`config.mk`:
```
export PLATFORM = sky130hd
export DESIGN_NAME = vpd_fifo
export DESIGN_NICKNAME = d
export VERILOG_FILES = /design/src/sv/vpd_fifo.sv
export SDC_FILE = /design/constraint.sdc
export NUM_CORES = 1
export LEC_CHECK = 0
export ABC_AREA = 1
export BUFFER_PORTS_ARGS = -buffer_cell sky130_fd_sc_hd__buf_2
export CORE_MARGIN = 4
export CORE_UTILIZATION = 50
export DETAILED_ROUTE_END_ITERATION = 7
export PLACE_DENSITY = 0.71
export SLEW_MARGIN = 20
export SYNTH_ARGS = -nofsm -noshare
export SYNTH_HDL_FRONTEND = slang
export SYNTH_SLANG_ARGS = --single-unit
```
`constraint.sdc`:
```
create_clock -name clock -period 3.8 [get_ports clock]
set_input_delay 0.19 -clock clock [delete_from_list [all_inputs] [get_ports clock]]
set_output_delay 0.19 -clock clock [all_outputs]
set_load 0.005 [all_outputs]
```
`src/sv/vpd_fifo.sv`:
```
// short request queue between front end and arithmetic pipeline
module vpd_fifo #(
   parameter int WIDTH = 8,
   parameter int DEPTH = 4
) (
   input  logic             clock,
   input  logic             reset,
   input  logic             in_valid,
   output logic             in_ready,
   input  logic [WIDTH-1:0] in_data,
   output logic             out_valid,
   input  logic             out_ready,
   output logic [WIDTH-1:0] out_data
);

   localparam int PW = $clog2(DEPTH);
   localparam int CW = $clog2(DEPTH + 1);

   logic [WIDTH-1:0] mem_ff [DEPTH];
   logic [PW-1:0]    wr_ptr_ff;
   logic [PW-1:0]    rd_ptr_ff;
   logic [CW-1:0]    count_ff;
   logic             push;
   logic             pop;

   assign in_ready  = count_ff != CW'(DEPTH);
   assign out_valid = count_ff != '0;
   assign out_data  = mem_ff[rd_ptr_ff];
   assign push      = in_valid && in_ready;
   assign pop       = out_valid && out_ready;

   always_ff @(posedge clock) begin
      if (reset) begin
         wr_ptr_ff <= '0;
         rd_ptr_ff <= '0;
         count_ff  <= '0;
      end else begin
         if (push) begin
            wr_ptr_ff <= (wr_ptr_ff == PW'(DEPTH - 1)) ? '0 : wr_ptr_ff + 1'b1;
         end
         if (pop) begin
            rd_ptr_ff <= (rd_ptr_ff == PW'(DEPTH - 1)) ? '0 : rd_ptr_ff + 1'b1;
         end
         if (push && !pop) begin
            count_ff <= count_ff + 1'b1;
         end else if (pop && !push) begin
            count_ff <= count_ff - 1'b1;
         end
      end
   end

   always_ff @(posedge clock) begin
      if (push) begin
         mem_ff[wr_ptr_ff] <= in_data;
      end
   end

   a_count_bound: assert property (@(posedge clock) disable iff (reset)
      count_ff <= CW'(DEPTH))
      else $error("queue count beyond depth");

   a_count_up: assert property (@(posedge clock) disable iff (reset)
      (push && !pop) |=> count_ff == $past(count_ff) + 1'b1)
      else $error("queue count missed a push");

   a_count_down: assert property (@(posedge clock) disable iff (reset)
      (pop && !push) |=> count_ff == $past(count_ff) - 1'b1)
      else $error("queue count missed a pop");

endmodule

```
# Yosys cells after proc, flatten, opt, wreduce, memory -nomap -nowiden
# Memory sizes are Yosys's and may differ from the RTL's. A register that Yosys moved wholly into a read port is not among the register bits.
# Cells that the tools add are included.
# word_totals
out_inout_bits,10
word_cells,27
mem_bits_rw,32
n_memories,1
reg_bits,7
# op_classes
reduce_logical,8
add_sub_neg,4
eq_ne,3
muxes,8
# mem_list
memory,words,word_bits,read_ports,rd_clocked_by_memory_dff,wr,line,rtl
mem_ff,4,8,1,1,1,19,logic [WIDTH-1:0] mem_ff [DEPTH];
# ops
operator,n
2-to-1 mux 2 bit,4
2-to-1 mux 3 bit,2
"adder 2 x 1 -> 2 bit, second input constant",2
"== test 2 bit, second input constant",2
logical AND 1 bit,4
"adder 3 x 1 -> 3 bit, second input constant",1
"inequality test 3 bit, second input constant",1
nonzero test 3 bit,1
"subtractor 3 x 1 -> 3 bit, second input constant",1
zero test 1 bit,2
2-to-1 mux 1 bit,2
nonzero test 2 bit,1

# Logic depth before layout (Yosys ltp)
# depth
word_depth,6
ltp_mapped,13

# Worst setup path before layout
# Ideal clock, no wire load.
# synth_timing
path_type,reg2reg
from,register count_ff[1]
to,register count_ff[1]
setup_slack_ns,2.103
n_path_buf,0
synth_period_minus_slack_ns,1.697
arrival_ns,1.581
path_stages_with_launch,10
setup_ns,0.116
path_cell_list,dfxtp_1 -> nor2_2 -> nand2_2 -> nand2_2 -> inv_1 -> ha_1 -> inv_1 -> fa_1 -> o21ai_0 -> nor2_1
# synth_between
elab_chain_cells,5
elab_cells_between_ends,13
cone_classes,add/sub: 2; eq/ne: 1; mux: 2; reduce/logical: 8
# synth_rtl
item,line,rtl
"start, declared",22,logic [CW-1:0] count_ff;
"start signal, assigned",45,count_ff <= count_ff + 1'b1;
"start signal, assigned",47,count_ff <= count_ff - 1'b1;
inequality test 3 bit *,26,assign in_ready = count_ff != CW'(DEPTH);
net in_ready,9,"output logic in_ready,"
logical AND 1 bit *,29,assign push = in_valid && in_ready;
net push,23,logic push;
zero test 1 bit,46,end else if (pop && !push) begin
logical AND 1 bit,46,
nonzero test 2 bit (no line),n/a,
# The timed path passes the listed nets; every way through them passes the cells marked *. The select of a mux whose other input is x is not followed.
# A chain may end at the register's enable or synchronous reset.

==> summary.md <==
| Metric | Value |
|---|---|
| Detail-routed via count per cell | `4.99` |
| CTS buffer count | `5` |
| F_max | `502 MHz` |
| Worst Setup End Kind | `primary output` |
| Status | `complete, no violations` |
| Yosys reg bits | `41` |
| Net count, final | `191` |
| Most frequent cells in the layout | `32 x nor2_1, 32 x edfxtp_1, 21 x buf_2` |
| Netlist Area Pre-Place | `1700 um2` |
| Root Buffer | `clkbuf_4` |
| Area grow syn2layout | `11.9%` |
| Critical Path Start Type | `register` |
| CTS tree | `yes` |
| Final hold viol count | `0` |
| Final global-route overflow total | `0` |
| Worst Skew | `0.00650 ns` |
| DP Area | `1830 um2` |
| Slew headroom | `44.5%` |
| Die span in y | `66.3 um` |
| IO Pins | `22` |
| Path depth of the worst reg2reg path | `9` |
| Chip Width | `66.3 um` |
| Critical path arrival | `1.80 ns` |
| Max-slew violation count | `0` |
| DP HPWL | `1980 um` |
| RSZ-0062 raised after global routing | `no` |
| Fraction of layout cells with a size suffix above 1 | `21.4%` |
| Pleak | `0.751 nW` |
| Rows | `20` |
| Synth top area share | `56.6%` |
| Initial core utilization | `53.8%` |
| Multi-input gate area | `473 um2` |
| Largest net degree at the start of global routing | `18` |
| GPL Wtd Cong | `0.771` |
| DRC viols | `0` |
| Vias in the first global route | `1081` |
| First-pass GRT wire length | `4860 um` |
| CP Max Fanout | `17` |
| Data required time of the worst path | `3.61 ns` |
| Post-route ant nets | `0` |
| Design area | `1900 um2` |
| Fin crit period | `1.99 ns` |
| Routed WL | `2880 um` |
| Router iterations before antenna repair | `4` |
| Reg area | `1140 um2` |
| Via count | `1082` |
| Worst vdd ir | `0.315 mV` |
| Hold Crit Depth | `1` |
| Crit path depth | `4` |
| Filler cells | `282` |
| Sink Count | `41` |
| Antenna violations before repair | `0` |
| Clock Latency Late Sink | `0.34 ns` |
| Synth top area cells | `edfxtp_1 57%, dfxtp_1 11%, nor2_1 7.1%` |
| Synthesized instance count | `145` |
| 1st-iter DRT viols | `48` |
| Biggest area consumer among synthesized cells | `edfxtp_1` |
| Sequential fraction of the synthesis area | `67.3%` |
| CP peak stage delay | `0.72 ns` |
| Distinct cell type count after synthesis | `20` |
| H-tree Lvls | `2` |
| Reg clk slew, reported paths | `0.12 ns` |
| Buffer depth of the longest clock path | `2` |
| Post-synth net total | `164` |
| Diode count | `0` |
| Fin Hold WS | `0.0502 ns` |
| Crit Path Category | `register to primary output` |
| Max-cap violations | `0` |
| Port Buffers | `21` |
| CP cell instances | `inv_2 > o21ai_0 > o22ai_1 > buf_2` |
| Synth Area per Inst | `11.7 um2` |
| Buf+Inv Stages, Crit Path | `2` |
| Die area | `4390 um2` |
| GRT Util Overall | `15.4%` |
| Least-Margin Pin Slew | `0.829 ns` |
| Delay-heaviest family, CP | `flip-flops` |
| Wirelength per Cell | `13.3 um` |
| Final setup vio count | `0` |
| Hold Crit Class | `primary input to register` |
| Worst path slowest cell | `dfxtp_1` |
| Synth warnings | `0` |
| Core region area | `3150 um2` |
| Pwr Density | `627 nW/um2` |
| Setup TNS | `0 ns` |
| Period utilization | `52.4%` |
[layer usage]
metal  vias up  part of all wire, %  GRT usage [%]
met5         -                    0              0
met4         0                  1.7           6.09
met3         6                  7.9           6.12
met2        36                   49           25.7
met1       493                   41           17.6
li1        547                    -              -
[synth_stat cells]
cell and number:
a21oi_1 2, nand2_2 3, nand3b_1 2, ha_1 6, o21ai_1 1, nor2_2 1
nor2_1 32, nand4_1 1, o21ai_2 3, nand3_1 1, xor2_1 1, edfxtp_1 32
fa_1 1, inv_1 15, nand2_1 11, o21ai_0 13, o22ai_1 8, buf_6 2
inv_2 1, dfxtp_1 9
[flip-flops by register name, indices dropped and copies added (netlist names), named ones only]
name	cells
mem_ff	32
rd_ptr_ff	2
wr_ptr_ff	2
count_ff	3
[report_power, final]
group          internal, W  leakage (nW)  switching [W]  total, W
clock network    0.0000698        0.0310       0.000137  0.000207
logic             0.000151         0.352       0.000216  0.000367
registers         0.000556         0.368      0.0000597  0.000615
[kinds of logic (layout without fill, tap and decap cells)]
logic type               Yosys count  after routing  synth area share [%]
AND/OR/NAND/NOR                   51             51                  12.5
flip-flops                        41             41                  67.3
AO/OA/AOI/OAI                     27             27                  9.22
buffers and inverters             18             46                  4.87
adder cells (fa/ha/maj)            7              7                  5.60
XOR/XNOR                           1              1                 0.516
[area by class of cell]
type / count / share of cell area, %
multi-input combinational: 86 / 24.9
clock inverter: 3 / 0.922
sequential: 41 / 60.1
inverter: 16 / 3.16
clock buffer: 5 / 1.98
timing repair buffer: 22 / 6.06
tap: 44 / 2.90
[stage by stage]
step / setup WS, ns / utilization (%) / instances / total power [W]
after floorplan: 2.10 / - / 145 / 0.000872
after global placement: 2.05 / 58.2 / 208 / 0.000979
after detailed placement: 1.98 / 58.2 / 208 / 0.00100
after CTS: 1.77 / 60.2 / 217 / 0.00120
after global routing: 1.60 / 60.2 / 217 / 0.00129
final: 1.81 / 60.2 / 217 / 0.00119
[path summary, 6_finish.rpt]
path	start	to	slack [ns]
min	in_data[5]	mem_ff[1][5]$_DFFE_PP_	0.05
max reg2reg	count_ff[1]$_SDFFE_PP0P_	count_ff[1]$_SDFFE_PP0P_	1.97
min reg2reg	rd_ptr_ff[1]$_SDFFE_PP0P_	rd_ptr_ff[1]$_SDFFE_PP0P_	0.54
max	register	out_data[0]	1.81
[timing repair]
item / CTS / global route
resized for setup: 0 / 0
buffers inserted: 0 / 0
hold buffers: 1 / 0
endpoints found under the hold margin: 1 / 0
(Power assumes the default switching activity.)
