File: src/sv/vpd_pkg.sv
// shared types, constants and tables for the vapor pressure deficit block
package vpd_pkg;

   localparam int FRAC_BITS_DEFAULT = 24;
   localparam int QUEUE_DEPTH       = 4;

   // field widths
   localparam int TEMP_W = 15;
   localparam int HUM_W  = 14;
   localparam int DEF_W  = 15;

   // widths of the classified request
   localparam int MAG_W  = 15;
   localparam int PROD_W = 25;
   localparam int BASE_W = 16;
   localparam int COEF_W = 26;

   // tetens and unit constants
   localparam logic [10:0] TETENS_A_X100 = 11'd1727;
   localparam logic [14:0] TETENS_B_X100 = 15'd23730;
   localparam logic [6:0]  DEN_SCALE     = 7'd100;
   localparam logic [13:0] HUM_FULL      = 14'd10000;
   localparam logic [12:0] SVP0_X10K     = 13'd6108;
   localparam logic [32:0] LOG2E_Q32     = 33'd6196328019;
   localparam logic [31:0] LN2_Q32       = 32'd2977044472;

   // final scaling: divide by 2e6 as a shift by 7 and a divide by 15625
   localparam logic [19:0] ROUND_HALF    = 20'd1000000;
   localparam logic [13:0] OUT_DIV_ODD   = 14'd15625;
   localparam logic [18:0] OUT_DIV_RECIP = 19'd274877;
   localparam logic [14:0] OUT_MAX       = 15'd32767;

   typedef struct packed {
      logic              neg;
      logic [PROD_W-1:0] prod;
      logic [BASE_W-1:0] base;
      logic              zero;
      logic [COEF_W-1:0] coef;
   } item_type;

   // 2^(j/4) in q30
   function automatic logic [30:0] pow2_quarter(input logic [1:0] j);
      logic [30:0] val;
      unique case (j)
         2'd0: val = 31'd1073741824;
         2'd1: val = 31'd1276901417;
         2'd2: val = 31'd1518500250;
         2'd3: val = 31'd1805811301;
         default: val = 31'd1073741824;
      endcase
      return val;
   endfunction

endpackage

File: src/sv/vpd_front.sv
// front end: takes requests and classifies them for the arithmetic pipeline
module vpd_front (
   input  logic                               clock,
   input  logic                               reset,
   input  logic                               req_valid,
   output logic                               req_ready,
   input  logic signed [vpd_pkg::TEMP_W-1:0]  req_temp_centi_c,
   input  logic        [vpd_pkg::HUM_W-1:0]   req_humidity_centi_pct,
   output logic                               item_valid,
   input  logic                               item_ready,
   output vpd_pkg::item_type                  item
);

   logic                           valid_ff;
   vpd_pkg::item_type              item_ff;
   vpd_pkg::item_type              item_in;
   logic                           accept;
   logic [vpd_pkg::MAG_W-1:0]      mag;
   logic [25:0]                    prod_w;
   logic signed [16:0]             base_w;
   logic [vpd_pkg::HUM_W-1:0]      dh;

   assign req_ready  = !valid_ff || item_ready;
   assign accept     = req_valid && req_ready;
   assign item_valid = valid_ff;
   assign item       = item_ff;

   always_comb begin
      // magnitude of -16384 still fits as an unsigned 15 bit value
      mag     = req_temp_centi_c[vpd_pkg::TEMP_W-1] ?
                (~req_temp_centi_c + 15'd1) : req_temp_centi_c;
      prod_w  = 26'(mag) * 26'(vpd_pkg::TETENS_A_X100);
      base_w  = {{2{req_temp_centi_c[vpd_pkg::TEMP_W-1]}}, req_temp_centi_c}
                + $signed({2'b00, vpd_pkg::TETENS_B_X100});
      dh      = vpd_pkg::HUM_FULL - req_humidity_centi_pct;
      item_in.neg  = req_temp_centi_c[vpd_pkg::TEMP_W-1];
      item_in.prod = prod_w[vpd_pkg::PROD_W-1:0];
      item_in.base = base_w[vpd_pkg::BASE_W-1:0];
      item_in.zero = req_humidity_centi_pct >= vpd_pkg::HUM_FULL;
      item_in.coef = 26'(dh) * 26'(vpd_pkg::SVP0_X10K);
   end

   always_ff @(posedge clock) begin
      if (reset) begin
         valid_ff <= 1'b0;
      end else if (req_ready) begin
         valid_ff <= req_valid;
      end
   end

   always_ff @(posedge clock) begin
      if (accept) begin
         item_ff <= item_in;
      end
   end

endmodule

File: config.mk
export PLATFORM = sky130hd
export DESIGN_NAME = vpd_front
export DESIGN_NICKNAME = d
export VERILOG_FILES = /design/src/sv/vpd_pkg.sv /design/src/sv/vpd_front.sv
export SDC_FILE = /design/constraint.sdc
export NUM_CORES = 1
export LEC_CHECK = 0
export ABC_AREA = 1
export CORE_UTILIZATION = 25
export CTS_BUF_LIST = sky130_fd_sc_hd__clkbuf_2
export DETAILED_ROUTE_END_ITERATION = 16
export DONT_BUFFER_PORTS = 1
export GPL_TIMING_DRIVEN = 0
export HOLD_SLACK_MARGIN = 0.12
export PLACE_DENSITY_LB_ADDON = 0.25
export SYNTH_ARGS = -nofsm -noshare
export SYNTH_HDL_FRONTEND = slang
export SYNTH_SLANG_ARGS = --single-unit
File: constraint.sdc
create_clock -name clock -period 5.9 [get_ports clock]
set_clock_uncertainty 0.05 [all_clocks]
set_input_delay 1.18 -clock clock [delete_from_list [all_inputs] [get_ports clock]]
set_output_delay 1.18 -clock clock [all_outputs]
set_load 0.005 [all_outputs]
=== Word level (Yosys, flattened, before mapping) ===
Cells that the tools add are included.

* Register bits after elaboration: 68
* Input bits: 33
* Output and inout bits: 71
* Logic and storage cells: 17

* $add $sub $neg: 3
* $mul: 2
* Magnitude comparators: 1
* Multiplexer cells: 1
* Bitwise gates (word level): 1
* Reductions and logical operators: 3

{| class="wikitable"
|+ Operator list
! kind !! count
|-
| multiplier 15 x 11 -> 25 bit (second input constant) || 1
|-
| multiplier 14 x 11 -> 24 bit (second input constant) || 1
|-
| adder 15 x 16 -> 16 bit (second input constant) || 1
|-
| adder 15 x 1 -> 15 bit (second input constant) || 1
|-
| two-way mux 15 bit || 1
|-
| inverter 15 bit || 1
|-
| >= comparator 14 bit (second input constant) || 1
|-
| subtractor 14 bit (first input constant) || 1
|-
| logical AND 1 bit || 1
|-
| logical NOT 1 bit || 1
|-
| logical OR 1 bit || 1
|}

=== Longest topological paths before layout ===
* Depth in word-level cells: 4
* Depth in mapped cells: 34

=== Worst setup path after synthesis ===
No wires, ideal clock.

* Path kind: input to register
* Start: input port req_humidity_centi_pct[0] in the netlist's numbering
* End: register item_ff, in the netlist item[24] (data pin)
* Setup time: 0.253 ns
* Data arrival time: 5.975 ns
* Data required time: 5.597 ns
* Path slack: -0.378 ns
* Stages: 25
* Buffers on the path: 0
* Path through: inv_2 -> ha_1 -> nand3_2 -> nand2_2 -> nand3_1 -> a21oi_1 -> xor2_1 -> inv_1 -> ha_1 -> inv_1 -> fa_1 -> inv_1 -> fa_1 -> fa_1 -> inv_1 -> fa_1 -> inv_1 -> ha_1 -> nand2_1 -> inv_1 -> nand2_1 -> nor3_1 -> nand4_1 -> nand4_1 -> nand2_1

{| class="wikitable"
|+ RTL lines
! what !! RTL line !! RTL
|-
| start, declared || vpd_front.sv:8 || <nowiki>input logic [vpd_pkg::HUM_W-1:0] req_humidity_centi_pct,</nowiki>
|-
| end signal, assigned || vpd_front.sv:53 || <nowiki>item_ff <= item_in;</nowiki>
|-
| end, declared || vpd_front.sv:15 || <nowiki>vpd_pkg::item_type item_ff;</nowiki>
|}

==> parameters.txt <==
Parameter                              Value

Logic synthesis
  Top flip-flop cell by instance count after synthesis    edfxtp_1
  Distinct cell type count after synthesis    43
  Number of register bits inferred by synthesis    67
  Number of warnings reported in the yosys synthesis log    0
  Post-synthesis instance area    11600 um^2
  Share of synthesized registers carrying an async set or reset    0
  Top cell type's share of synthesized area    0.239
  Post-Syn Instances    1384
  Sequential-to-total area share from yosys stat    0.173
  Cell type contributing the most total cell area after synthesis    fa_1
  Number of flops mapped to enable cells by yosys    66
  Mean area per synthesized cell    8.36 um^2
  Cell types with the largest area share after synthesis    fa_1 (24%), edfxtp_1 (17%), ha_1 (17%)

Timing
  Final count of pins violating max slew    0
  Max Freq    0.174 GHz
  Worst slew pin tran    1030 ps
  Max-slew headroom at the worst pin    0.311
  Share of the clock period used by the worst path    0.973
  RSZ-0062 raised after global routing    true
  Total count of hold-check failures in the final report    0
  Final setup violating endpoints    0
  Final period demand of the worst path    5740 ps
  Worst Hold Margin    393 ps

Global route
  Number of global-route vias before repair    9023
  Overall routing resource usage    0.135
  Maximum number of pins on one net before global-route repair    28
  Number of antenna violations at the first check in global routing    2
  Global route overflow    0
  Wire length of the first global-routing pass    48600 um

Setup path
  Critical R2R Capture    item[17]
  Max Fanout on Critical Path    5
  Worst Setup End Kind    flop
  CP bufs+invs    7
  Number of cell instances on the worst register-to-register path    3
  Crit path top cell by count    inv_1
  Slowest stage delay, CP    560 ps
  Launching element type of the critical path    input port
  CP max stage cell    fa_1
  Crit-path leading delay family    adder cells
  Data arrival time of the critical path    6190 ps
  CP Launch Point    req_humidity_centi_pct[1]
  Reg-to-reg critical path startpoint    item_valid
  CP Data Required Time    6350 ps
  Internal reg-to-reg setup slack    4290 ps
  Critical setup path kind    in2reg

Routing
  DR WL/cell    14.6 um
  Detailed route wirelength on metal2    14600 um
  DRT met1 WL    12900 um
  Violation count after the first detailed-routing iteration    440
  Via Count    8682
  Met3 wire len    1520 um
  Count of nets left with antenna violations after detail routing    0
  Remaining DRCs    0
  Uppermost routed layer    met4
  Routed via count divided by cell count    4.29
  Length of the first detailed-routing pass in iterations    5
  Total detailed-routing wirelength    29600 um

Finish
  Count of nets after finishing    1739
  Multi-input gate area in the final layout    8460 um^2
  Area delta synth->final    12.2%
  Flip-flop and latch area    2000 um^2
  Fraction of layout instances using a drive strength above 1    0.109
  Fill cell count    4969

Die
  Site row count    78
  Standard cell core area    45500 um^2
  Die Footprint    47100 um^2
  Number of ports placed on the die boundary    104
  Die width    217 um
  Die H    217 um
  Effective utilization at floorplan    0.254

Clocking
  Number of H-tree levels    3
  CTS tree    yes
  Source-to-sink clock delay at the later pin of the worst-skew pair    750 ps
  Root Driver    clkbuf_2
  Number of sinks on the clock net    67
  Clock Tree Buf Depth    2
  Inserted Clock Buffers    9
  Register clock-pin slew on the reported worst setup and hold paths    260 ps

Min path
  Hold Startpoint    reset
  Hold Path Depth    1
  Classification of the worst-slack hold path    in2reg
  Worst Hold Path EP    item_valid

Job
  Max-Cap Viols    0

Place
  Number of buffers inserted by port buffering    0
  RD Place Congestion    0.898
  Post-detail-place hpwl    25200 um

Status
  Result of the run    finished, final reports clean
[synth_stat cells, types with 2 or more instances]
cell type and n:
nand3_2 4, xnor2_1 16, o21bai_1 8, nor2_2 7, edfxtp_1 66, nand4_1 20, nor2_1 69, nand2_2 18
ha_1 157, nand3b_1 3, nand2_1 257, o21ai_0 26, o21ai_2 3, nand2_4 10, buf_4 5, xor2_1 55
and2_1 2, nand3_1 62, nor2_4 2, fa_1 138, inv_2 14, a21boi_0 3, nor3_1 8, inv_1 344
or2_2 2, buf_6 4, a21oi_1 62, inv_4 2, o21ai_1 3
[routing by layer]
| metal | global-route usage | vias up |
|---|---|---|
| met5 | 0 | - |
| met4 | 0.0373 | 0 |
| met3 | 0.0324 | 27 |
| met2 | 0.235 | 177 |
| met1 | 0.164 | 4139 |
| li1 | - | 4339 |
[area by class of cell]
type                    instances  share of cell area
flip-flops and latches         67               0.154
inverters                     360               0.105
well taps                     600              0.0578
diodes                          7             0.00135
clock buffers                   9             0.00347
repair buffers                 14              0.0121
multi-input cells             949               0.652
clock inverters                 7             0.00781
plain buffers                  10             0.00675
[per-stage QoR]
stage / cells / instance area (um^2) / setup TNS (ps) / setup WS [ps] / util
detailed placement: 1989 / 12600 / -24950 / -1030 / 0.276
global placement: 1986 / 12500 / -127960 / -1600 / 0.274
finish: 2023 / 13000 / 0 / 160 / 0.285
floorplan: 1386 / 11700 / -77.7 / -31.8 / -
CTS: 2005 / 12700 / 0 / 31.0 / 0.280
global route: 2023 / 13000 / 0 / 26.5 / 0.285
[logic make-up (layout without fill, tap and decap cells)]
group | count (synthesis) | in the layout | synth area share
simple gates | 469 | 469 | 0.184
buf+inv | 370 | 400 | 0.125
fa+ha+maj | 295 | 295 | 0.409
compound gates | 110 | 110 | 0.0534
xor+xnor | 72 | 72 | 0.0561
flops | 67 | 67 | 0.173
other cells | 1 | 10 | 0.000324
[worst max path at each step]
stage | to | slack [ps] | depth (start not counted)
after global routing | item[59] | 30 | 31
after CTS | item[20] | 30 | 21
final | item[24] | 160 | 25
after detailed placement | item[65] | -1030 | 21
after floorplan | item[67] | -30 | 28
after global placement | item[60] | -1600 | 2
[cells in the final DEF, fill, tap and decap left out, types with 14 or more instances in the layout]
| master | synthesis | routed |
|---|---|---|
| xnor2_1 | 16 | 14 |
| nand2_1 | 257 | 251 |
| ha_1 | 157 | 149 |
| buf_4 | 5 | 16 |
| nand2_2 | 18 | 21 |
| inv_2 | 14 | 17 |
| a21oi_1 | 62 | 55 |
| edfxtp_1 | 66 | 66 |
| fa_1 | 138 | 138 |
| nor2_1 | 69 | 64 |
| o21ai_0 | 26 | 22 |
| inv_1 | 344 | 339 |
| xor2_1 | 55 | 51 |
| nand4_1 | 20 | 20 |
| nand3_1 | 62 | 58 |
[what timing repair did]
| item | in CTS | in global routing |
|---|---|---|
| gates resized for setup | 1 | 36 |
| setup buffers | 0 | 11 |
| endpoints found under the setup margin | 8 | 23 |
| cloned | 0 | 0 |
| hold buffers | 0 | 0 |
| pin swaps | 0 | 4 |
[state kept, by name, summed over array words and instances (netlist names)]
signal,cells
item_valid,1
item,66
Power is left out: the tool's default activity adds up to more than one toggle a clock period on the data nets, which glitch-free logic cannot reach.
